[src/rtl/core/assert_macros.svh]
// Assertion macros used by the deframer engine (slfd_engine).
`ifndef ASSERT_MACROS_SVH
`define ASSERT_MACROS_SVH

// Check a property on every clock edge outside reset.
`define SLFD_ASSERT(name, prop, msg) \
    name: assert property (@(posedge clk) disable iff (!rst_n) (prop)) else $error(msg);

// Check an implication on every clock edge outside reset.
`define SLFD_ASSERT_IMP(name, pre, post, msg) \
    name: assert property (@(posedge clk) disable iff (!rst_n) (pre) |-> (post)) \
        else $error(msg);

`endif

[src/rtl/core/slfd_pkg.sv]
// Types and constants shared by the sync/length frame deframer.
package slfd_pkg;

    // Header bytes
    localparam logic [7:0] SYNC_FIRST  = 8'h94;
    localparam logic [7:0] SYNC_SECOND = 8'hC3;

    // Defaults
    localparam int unsigned  MAX_PAYLOAD_DEF = 512;
    localparam logic [15:0]  TIMEOUT_RESET   = 16'd500;
    localparam logic [15:0]  ELAPSED_MAX     = 16'hFFFF;

    // Deframer phase
    typedef enum logic [2:0] {
        PH_HUNT    = 3'd0,
        PH_SYNC0   = 3'd1,
        PH_SYNC1   = 3'd2,
        PH_LENHI   = 3'd3,
        PH_PAYLOAD = 3'd4
    } phase_t;

    // Result status codes
    typedef enum logic [2:0] {
        ST_NONE     = 3'd0,
        ST_HEADER   = 3'd1,
        ST_PAYLOAD  = 3'd2,
        ST_COMPLETE = 3'd3,
        ST_BADSYNC  = 3'd4,
        ST_BADLEN   = 3'd5,
        ST_OVERSIZE = 3'd6,
        ST_TIMEOUT  = 3'd7
    } status_t;

    // One result beat
    typedef struct packed {
        status_t     status;
        logic [7:0]  payload_byte;
        logic [8:0]  payload_index;
        logic [15:0] frame_length;
    } result_t;

endpackage

[src/rtl/core/slfd_engine.sv]
// Deframer state machine: header hunt, length check, payload count and timeout.
`include "assert_macros.svh"

module slfd_engine
    import slfd_pkg::*;
#(
    parameter int unsigned MAX_PAYLOAD = MAX_PAYLOAD_DEF
)
(
    input  logic        clk,
    input  logic        rst_n,
    input  logic        step,
    input  logic        cmd,
    input  logic [7:0]  rx_byte,
    input  logic [15:0] timeout_ticks,
    output result_t     result
);

    localparam int unsigned CNT_W = $clog2(MAX_PAYLOAD + 1);
    localparam logic [CNT_W-1:0] MAX_CNT = CNT_W'(MAX_PAYLOAD);
    localparam logic [15:0]      MAX_LEN = 16'(MAX_PAYLOAD);

    phase_t           phase_reg, phase_next;
    logic [15:0]      decl_len_reg, decl_len_next;
    logic [CNT_W-1:0] count_reg, count_next;
    logic             armed_reg, armed_next;
    logic [15:0]      elapsed_reg, elapsed_next;

    logic [15:0]      elapsed_inc;
    logic [15:0]      len_full;
    logic [CNT_W-1:0] count_inc;
    logic [CNT_W+8:0] index_ext;
    logic             ended;
    logic             drop;
    logic             complete_beat;
    logic             len_ok;

    // Hold frame state
    always_ff @(posedge clk or negedge rst_n)
    begin
        if (!rst_n)
        begin
            phase_reg    <= PH_HUNT;
            decl_len_reg <= '0;
            count_reg    <= '0;
            armed_reg    <= 1'b0;
            elapsed_reg  <= '0;
        end
        else if (step)
        begin
            phase_reg    <= phase_next;
            decl_len_reg <= decl_len_next;
            count_reg    <= count_next;
            armed_reg    <= armed_next;
            elapsed_reg  <= elapsed_next;
        end
    end

    assign elapsed_inc = (elapsed_reg != ELAPSED_MAX) ? elapsed_reg + 16'd1 : elapsed_reg;
    assign len_full    = {decl_len_reg[15:8], rx_byte};
    assign count_inc   = count_reg + 1'b1;
    assign index_ext   = {9'b0, count_reg};

    // Advance phase and build the result for one beat
    always_comb
    begin
        phase_next    = phase_reg;
        decl_len_next = decl_len_reg;
        count_next    = count_reg;
        armed_next    = armed_reg;
        elapsed_next  = elapsed_reg;
        result        = '{status: ST_NONE, payload_byte: 8'd0,
                          payload_index: 9'd0, frame_length: 16'd0};
        ended         = 1'b0;
        drop          = 1'b0;

        if (cmd)
        begin
            // Tick: age an open frame and drop it on timeout
            if (armed_reg)
            begin
                elapsed_next = elapsed_inc;
                if (elapsed_inc >= timeout_ticks)
                begin
                    drop          = 1'b1;
                    result.status = ST_TIMEOUT;
                end
            end
        end
        else
        begin
            case (phase_reg)
                PH_SYNC0:
                begin
                    if (rx_byte == SYNC_SECOND)
                    begin
                        phase_next    = PH_SYNC1;
                        result.status = ST_HEADER;
                    end
                    else
                    begin
                        drop          = 1'b1;
                        ended         = 1'b1;
                        result.status = ST_BADSYNC;
                    end
                end
                PH_SYNC1:
                begin
                    decl_len_next = {rx_byte, 8'd0};
                    phase_next    = PH_LENHI;
                    result.status = ST_HEADER;
                end
                PH_LENHI:
                begin
                    if (len_full > MAX_LEN)
                    begin
                        drop          = 1'b1;
                        ended         = 1'b1;
                        result.status = ST_BADLEN;
                    end
                    else
                    begin
                        decl_len_next = len_full;
                        phase_next    = PH_PAYLOAD;
                        result.status = ST_HEADER;
                    end
                end
                PH_PAYLOAD:
                begin
                    if (count_reg >= MAX_CNT)
                    begin
                        drop          = 1'b1;
                        ended         = 1'b1;
                        result.status = ST_OVERSIZE;
                    end
                    else
                    begin
                        result.payload_byte  = rx_byte;
                        result.payload_index = index_ext[8:0];
                        count_next           = count_inc;
                        result.status        = ST_PAYLOAD;
                        if (16'(count_inc) == decl_len_reg)
                        begin
                            result.status       = ST_COMPLETE;
                            result.frame_length = decl_len_reg;
                            drop                = 1'b1;
                            ended               = 1'b1;
                        end
                    end
                end
                default:
                begin
                    // Hunt for the first sync byte
                    if (rx_byte == SYNC_FIRST)
                    begin
                        phase_next    = PH_SYNC0;
                        armed_next    = 1'b1;
                        elapsed_next  = '0;
                        result.status = ST_HEADER;
                    end
                    else
                    begin
                        phase_next = PH_HUNT;
                    end
                end
            endcase

            // Drop a still-open frame whose time is up
            if (!ended && !drop && armed_next && (elapsed_next >= timeout_ticks))
            begin
                drop   = 1'b1;
                result = '{status: ST_TIMEOUT, payload_byte: 8'd0,
                           payload_index: 9'd0, frame_length: 16'd0};
            end
        end

        if (drop)
        begin
            phase_next    = PH_HUNT;
            decl_len_next = '0;
            count_next    = '0;
            armed_next    = 1'b0;
            elapsed_next  = '0;
        end
    end

    // Completed frame carries a nonzero length within the limit
    assign complete_beat = step && (result.status == ST_COMPLETE);
    assign len_ok        = (result.frame_length != '0) && (result.frame_length <= MAX_LEN);

    `SLFD_ASSERT(a_armed_iff_open, armed_reg == (phase_reg != PH_HUNT), "timer arming off")
    `SLFD_ASSERT(a_count_bound, count_reg <= MAX_CNT, "payload count beyond maximum")
    `SLFD_ASSERT_IMP(a_complete_len, complete_beat, len_ok, "frame complete with bad length")

endmodule

[src/rtl/core/sync_length_frame_deframer.sv]
// Input beat goes to the input register, its result to the result register.
// Throughput: one item per cycle while result_stall is low; set by the slfd_engine update.
// Every accepted item yields exactly one result beat.
// Reset (rst_n low, async): hunt for sync, frame state cleared, timeout_ticks = 500,
// both pipeline registers empty.
module sync_length_frame_deframer
    import slfd_pkg::*;
#(
    parameter int unsigned MAX_PAYLOAD = MAX_PAYLOAD_DEF
)
(
    input  logic        clk,
    input  logic        rst_n,
    input  logic        cfg_wr_en,
    input  logic [15:0] cfg_wr_data,
    input  logic        item_valid,
    output logic        item_stall,
    input  logic        cmd,
    input  logic [7:0]  rx_byte,
    output logic        result_valid,
    input  logic        result_stall,
    output logic [2:0]  status,
    output logic [7:0]  payload_byte,
    output logic [8:0]  payload_index,
    output logic [15:0] frame_length
);

    logic [15:0] timeout_reg;
    logic        in_valid_reg, in_valid_next;
    logic        cmd_reg;
    logic [7:0]  byte_reg;
    logic        out_valid_reg, out_valid_next;
    result_t     result_reg;
    result_t     result_comb;
    logic        advance;
    logic        step;
    logic        accept;

    // Pipeline handshake
    assign advance    = !out_valid_reg || !result_stall;
    assign step       = in_valid_reg && advance;
    assign item_stall = in_valid_reg && !advance;
    assign accept     = item_valid && !item_stall;

    assign in_valid_next  = accept ? 1'b1 : (step ? 1'b0 : in_valid_reg);
    assign out_valid_next = advance ? step : out_valid_reg;

    // Hold the timeout register
    always_ff @(posedge clk or negedge rst_n)
    begin
        if (!rst_n)
        begin
            timeout_reg <= TIMEOUT_RESET;
        end
        else if (cfg_wr_en)
        begin
            timeout_reg <= cfg_wr_data;
        end
    end

    // Valid flags
    always_ff @(posedge clk or negedge rst_n)
    begin
        if (!rst_n)
        begin
            in_valid_reg  <= 1'b0;
            out_valid_reg <= 1'b0;
        end
        else
        begin
            in_valid_reg  <= in_valid_next;
            out_valid_reg <= out_valid_next;
        end
    end

    // Capture the input beat
    always_ff @(posedge clk)
    begin
        if (accept)
        begin
            cmd_reg  <= cmd;
            byte_reg <= rx_byte;
        end
    end

    // Capture the result beat
    always_ff @(posedge clk)
    begin
        if (step)
        begin
            result_reg <= result_comb;
        end
    end

    slfd_engine #(
        .MAX_PAYLOAD (MAX_PAYLOAD)
    ) u_engine (
        .clk           (clk),
        .rst_n         (rst_n),
        .step          (step),
        .cmd           (cmd_reg),
        .rx_byte       (byte_reg),
        .timeout_ticks (timeout_reg),
        .result        (result_comb)
    );

    assign result_valid  = out_valid_reg;
    assign status        = result_reg.status;
    assign payload_byte  = result_reg.payload_byte;
    assign payload_index = result_reg.payload_index;
    assign frame_length  = result_reg.frame_length;

endmodule
[config.mk]
export PLATFORM = sky130hd
export DESIGN_NAME = sync_length_frame_deframer
export DESIGN_NICKNAME = d
export VERILOG_FILES = /design/src/rtl/core/slfd_pkg.sv /design/src/rtl/core/slfd_engine.sv /design/src/rtl/core/sync_length_frame_deframer.sv
export VERILOG_INCLUDE_DIRS = /design/src /design/src/rtl/core
export SDC_FILE = /design/constraint.sdc
export NUM_CORES = 1
export LEC_CHECK = 0
export BUFFER_PORTS_ARGS = -buffer_cell sky130_fd_sc_hd__buf_2
export CAP_MARGIN = 20
export CORE_UTILIZATION = 40
export CTS_CLUSTER_DIAMETER = 80
export DETAILED_ROUTE_END_ITERATION = 10
export SLEW_MARGIN = 15
export SYNTH_ARGS = -nofsm -noshare
export SYNTH_HDL_FRONTEND = slang
export SYNTH_SLANG_ARGS = --single-unit
[constraint.sdc]
create_clock -name clk -period 10.06 [get_ports clk]
set_clock_uncertainty 0.15 [all_clocks]
set_input_delay 0.503 -clock clk [delete_from_list [all_inputs] [get_ports clk]]
set_output_delay 0.503 -clock clk [all_outputs]
set_load 0.02 [all_outputs]
Yosys cells after proc, flatten, opt, wreduce, memory -nomap -nowiden
Cells that the tools add are included.
{ "totals": {"output_inout_bits": 38, "inputBits": 30, "reg_bits": 109} }
{ "op_classes": {"n_bitwise": 2, "n_addsub": 2, "n_mux": 50, "n_lt_le_gt_ge": 4, "eq_ne": 15, "n_reduce_logical": 24} }
{ "op_table": {"columns": ["op", "n"], "rows": [
  ["16-bit two-way mux", 10],
  ["33-bit two-way mux", 2],
  ["10-bit two-way mux", 4],
  ["36-bit two-way mux", 1],
  ["16-bit >= comparator", 2],
  ["16-bit one-hot mux with 2 select lines", 1],
  ["3-bit two-way mux", 10],
  ["3-bit one-hot mux with 4 select lines", 2],
  ["1-bit two-way mux", 18],
  ["16-bit by 1-bit adder with 16-bit output (second input constant)", 1],
  ["10-bit by 16-bit == test with 1-bit output", 1],
  ["8-bit == test (second input constant)", 2],
  ["16-bit by 10-bit greater-than comparator with 1-bit output (second input constant)", 1],
  ["16-bit inequality test (second input constant)", 1],
  ["4-bit AND reduction", 3],
  ["10-bit by 1-bit adder with 10-bit output (second input constant)", 1],
  ["10-bit >= comparator (second input constant)", 1],
  ["8-bit two-way mux", 1],
  ["2-bit by 1-bit inequality test with 1-bit output (second input constant)", 4],
  ["4-bit OR reduction", 2],
  ["3-bit by 2-bit == test with 1-bit output (second input constant)", 2],
  ["3-bit by 1-bit inequality test with 1-bit output (second input constant)", 2],
  ["2-bit nonzero test", 3],
  ["1-bit logical AND", 5],
  ["11 further kinds", 17]
]} }

Logic depth before layout (Yosys ltp)
{ "depth": {"depth_word": 13, "ltp_mapped": 16} }

Cells and area by module
Synthesis repeated with hierarchy kept, for this count alone.
{ "hier_totals": {"hier_cells": 582, "area_unflattened_um2": 6203.4} }
{ "modules_own_cells": {"columns": ["module", "area_per_inst_um2", "n_inst", "cells_per_inst", "seq_area_each_um2"], "rows": [
  ["slfd_engine", 4108.9, 1, 495, 1151.1],
  ["sync_length_frame_deframer", 2094.5, 1, 87, 1809.2]
]} }

Least setup slack after synthesis
Ideal clock, no wire load.
{ "synth_path": {"path_kind": "reg-to-reg", "from": "reg u_engine.phase_reg[1]", "to": "reg u_engine.elapsed_reg[0]", "n_path_buf": 5, "t_required_ns": 9.815, "arrival_time_ns": 3.861, "synth_period_minus_slack_ns": 4.107, "setup_slack_ns": 5.953, "stages_incl_launch_ff": 17, "cell_sequence": "dfrtp_1 > buf_2 > or3_4 > a2111oi_4 > clkbuf_1 > clkbuf_1 > nor2b_1 > ha_1 > a2111oi_0 > nor3_1 > a211oi_1 > nor3_1 > a2111o_1 > buf_6 > nor2b_1 > buf_2 > o31ai_1"} }
{ "synth_via": {"elab_chain_len": 10, "elab_cells_between_ends": 21, "cone_classes": "order compare (1); eq/ne (5); mux (10); reduce/logical (5)"} }
{ "synth_lines": {"columns": ["item", "line", "rtl"], "rows": [
  ["from (decl)", "slfd_engine.sv:23", "phase_t phase_reg, phase_next;"],
  ["from (signal assigned)", "slfd_engine.sv:51", "phase_reg <= phase_next;"],
  ["3-bit by 1-bit == test with 1-bit output (tied with other cells)", "slfd_engine.sv:92", "case (phase_reg)"],
  ["4-bit OR reduction (no line) or 1-bit one-hot mux with 3 select lines (tied branches)", null, null],
  ["16-bit two-way mux (tied with other cells)", "slfd_engine.sv:92", null],
  ["16-bit two-way mux (tied with other cells)", "slfd_engine.sv:77", "if (cmd)"],
  ["16-bit >= comparator or 1-bit logical AND (tied branches)", "slfd_engine.sv:169", "if (!ended && !drop && armed_next && (elapsed_next >= timeout_ticks))"],
  ["1-bit logical AND", "slfd_engine.sv:169", null],
  ["1-bit two-way mux", "slfd_engine.sv:169", null],
  ["1-bit two-way mux", "slfd_engine.sv:77", null],
  ["3-bit by 1-bit inequality test with 1-bit output (no line)", null, null],
  ["2-bit AND reduction (no line)", null, null],
  ["to (signal assigned)", "slfd_engine.sv:55", "elapsed_reg <= elapsed_next;"],
  ["to (decl)", "slfd_engine.sv:27", "logic [15:0] elapsed_reg, elapsed_next;"]
]} }
Several ways; a longest one is shown, not always the timed one. The select of a mux whose other input is x is not followed.
A chain may end at the register's enable or synchronous reset.

Final worst setup path
{ "layout_path": {"from": "reg u_engine.elapsed_reg[0]", "to": "reg u_engine.count_reg[6]"} }
{ "layout_via": {"elab_chain_len": 9, "elab_cells_between_ends": 18, "cone_classes": "add/sub (1); order compare (2); eq/ne (3); mux (9); reduce/logical (3)"} }
{ "layout_lines": {"columns": ["item", "line", "rtl"], "rows": [
  ["parallel branches: the longest is 6 deep, another holds 16-bit by 1-bit adder with 16-bit output", null, null],
  ["1-bit two-way mux *", "slfd_engine.sv:77", null],
  ["2-bit by 1-bit inequality test with 1-bit output (no line) or 2-bit nonzero test (tied branches)", null, null],
  ["4-bit AND reduction (no line)", null, null],
  ["to (signal assigned)", "slfd_engine.sv:53", "count_reg <= count_next;"],
  ["to (decl)", "slfd_engine.sv:25", "logic [CNT_W-1:0] count_reg, count_next;"]
]} }
Every way passes the cells marked *. The select of a mux whose other input is x is not followed.

==> run_results.csv <==
group,metric,value,unit
placed_design,place_congestion,0.8816,
setup_path,worst_ep_required_time,10.16,ns
timing,slew_headroom,42.61,%
pwr,p_comb_share,22.7,%
pwr,swShare,32.61,%
yosys,ys_ff_latch,109,
die,ios,68,
yosys,synth_edf_count,45,
die,fp.dieW,125.8,um
clock_network,cts.reportedPaths.clkPinSlew,0.08,ns
timing,rsz0062_at_grt,"no",
pwr,powerDensity,169.1,nW/um^2
die,fp-row-count,44,
global_routing,grt_pass1_wl,23380,um
yosys,yosysTopAreaCell,"dfrtp_1",
finish,drive_gt1_share,18.11,%
yosys,yosys-top-cells-area,"dfrtp_1 (24%), edfxtp_1 (22%), ha_1 (7.1%)",
yosys,ys_seq_area_share,48.28,%
yosys,yosys-mux-area-fraction,2.081,%
timing,fmax,0.2082,GHz
pwr,leakagePower,3.027,nW
drt,drt-initial-drc-count,240,
timing,final-setup-viol-count,0,
finish,multi_input_area,2934,sq um
placed_design,port_buffers,67,
placed_design,dpl-instance-area,6595,sq um
drt,vias,4536,
finish,seqCellArea,2960,sq um
drt,drtAntennaViolNets,0,
clock_network,h-tree-depth,3,
global_routing,antenna_found_initial,0,
timing,min_period,4.803,ns
timing,hold_ws,0.1593,ns
die,start_util,41.56,%
finish,final_cell_count_no_fill,830,
timing,hold_viol,0,
finish,nFillCells,1376,
yosys,synth_compound_area_share,16.04,%
setup_path,critical_path_class,"flip-flop to flip-flop",
clock_network,cts_hold_buf,0,
setup_path,cp_slowest_cell,"nor4_1",
setup_path,path_max_fanout,9,
yosys,avgSynthCellArea,10.54,sq um
drt,via_per_inst,5.465,
timing,post-route-period-util,47.74,%
pwr,power.total,1.168,mW
yosys,synth_xor_xnor_area_share,3.693,%
timing,tightest_slew,0.8590,ns
clock_network,post_cts_buffers,0,
yosys,synth_area,6132,sq um
setup_path,crit_path_max_incr_delay,0.55,ns
global_routing,grt_pass1_vias,4508,
yosys,ys_warn_count,0,
clock_network,clock-sinks,109,
pwr,pwr-share-seq,47.4,%
die,core-area,14750,sq um
yosys,synth_top_area_share,23.67,%
yosys,synth_top_family_by_area,"simple AND/OR/NAND/NOR gates",
setup_path,worstPathArrival,4.90,ns
die,dieArea,15830,sq um
pwr,switching_power,0.3808,mW
clock_network,cts_max_path_buffers,2,
setup_path,crit_top_cell,"nand2_1",
yosys,synthFlopType,"dfrtp_1",
clock_network,cts_tree,"done",
yosys,yosys.area_share.simple,18.36,%
yosys,synthAdderAreaFrac,7.305,%
job,maxCapViolCount,0,
finish,antennaDiodeCount,0,
timing,setup-tns-final,0,ns
yosys,ys_types,66,
finish,design_area,6903,sq um
global_routing,grt_max_degree,65,
pwr,power.share.clock,29.9,%
worst_hold_path,hp-class,"input port to async pin",
die,die_y,125.8,um
timing,drv_slew,0,
global_routing,grt-ovfl-total,0,
placed_design,dpl.hpwl,10100,um
status,status,"finished clean",
drt,first_pass_iters,4,
setup_path,crit_path_end_kind,"flip-flop",
clock_network,numCtsBuffers,9,
pwr,internal_power,0.7868,mW
drt,post_drt_wl_per_cell,16.67,um
yosys,syn_inst,582,
global_routing,track_usage,18.73,%
placed_design,place_inst,813,
finish,fin_nets,706,
clock_network,clockRootBuffer,"clkbuf_16",
setup_path,startpoint_type,"flip-flop",
setup_path,worstPathCellList,"ha_1 -> nand2_1 -> nor4_1 -> nand3_1 -> nand2_1 -> or3_1 -> nand2_1 -> ha_1 -> nand3_1 -> o21ai_0 -> a211oi_1 -> buf_4 -> nor2_1 -> o21ai_4 -> a221o_1",
pwr,irDropWorstVdd,0.1124,mV
drt,drc,0,
clock_network,cts_resized,0,
yosys,async_flop_share,58.72,%
drt,drt_wl_total,13830,um
clock_network,insertion_delay,0.36,ns
finish,syn_to_final_growth,12.57,%
synthesized netlist by cell type, types with 6 or more instances:
cell	instances
dfstp_2	6
a21o_1	10
a21oi_1	19
edfxtp_1	45
and2_1	27
inv_1	28
clkbuf_1	15
dfrtp_1	58
mux2i_1	6
xor2_1	7
nor2b_1	15
buf_2	7
ha_1	35
xnor2_1	17
a22o_1	25
nor2_1	31
and3_1	7
o21ai_0	31
nand4_1	10
nand2_1	50
nand3_1	23
nor3_1	17
mux2_2	6
worst paths after layout:
path                                    startpoint                     to  slack, ns  cells past startpoint
max in group asynchronous                    rst_n         timeout_reg[9]       9.04                      2
hold / removal                               rst_n  u_engine.count_reg[5]       0.16                      2
min in group clk                        rx_byte[6]            byte_reg[6]       0.17                      1
setup / recovery           u_engine.elapsed_reg[0]  u_engine.count_reg[6]       5.26                     15
hold reg to reg                       in_valid_reg           result_valid       0.35                      1
setup reg to reg           u_engine.elapsed_reg[0]  u_engine.count_reg[6]       5.26                     15
area by class of cell:
cell class,count,area share [%]
Clock buffer,9,3.263
Clock inverter,7,0.9969
Inverter,28,1.523
Multi-Input combinational cell,421,42.50
Sequential cell,109,42.89
Tap cell,184,3.335
Timing Repair Buffer,72,5.492
cell families after synthesis:
kind of cell,Yosys count
compound gates,132
fa+ha+maj,36
simple gates,210
flops,109
mux,12
xor+xnor,25
other cells,1
buf+inv,57
cell usage in the layout (no fill, tap or decap), types with 19 or more instances in the layout:
cell	n
a21oi_1	19
buf_2	67
and2_1	27
nand3_1	23
inv_1	27
nand2_1	50
a22o_1	25
edfxtp_1	45
o21ai_0	31
dfrtp_1	58
ha_1	35
nor2_1	31
layer usage:
metal	track usage [%]	wire [um]
met5	0	0
met4	7.796	239
met3	2.464	508
met2	27.71	6143
met1	27.58	6942
worst max-delay path, delay by kind of cell, from the launching register on:
family | cells | cell delay, ns
compound gates | 4 | 1.05
flops | 1 | 0.43
simple gates | 8 | 2.31
fa+ha+maj | 2 | 0.56
buf+inv | 1 | 0.19
per-stage QoR:
step	worst slack [ns]	util (%)
after global routing	4.922	46.79
after floorplan	5.953	-
final	5.257	46.79
after detailed placement	5.004	44.70
after CTS	4.960	46.69
after global placement	5.240	44.70
power by group through the flow:
stage | Combinational (mW) | Clock (mW) | Sequential (mW)
6_report | 0.266 | 0.349 | 0.553
3_3_place_gp | 0.263 | 0 | 0.561
4_1_cts | 0.268 | 0.360 | 0.553
2_1_floorplan | 0.206 | 0 | 0.553
5_1_grt | 0.299 | 0.378 | 0.559
3_5_place_dp | 0.267 | 0 | 0.562
No activity file was read; power rests on OpenSTA's default activity.
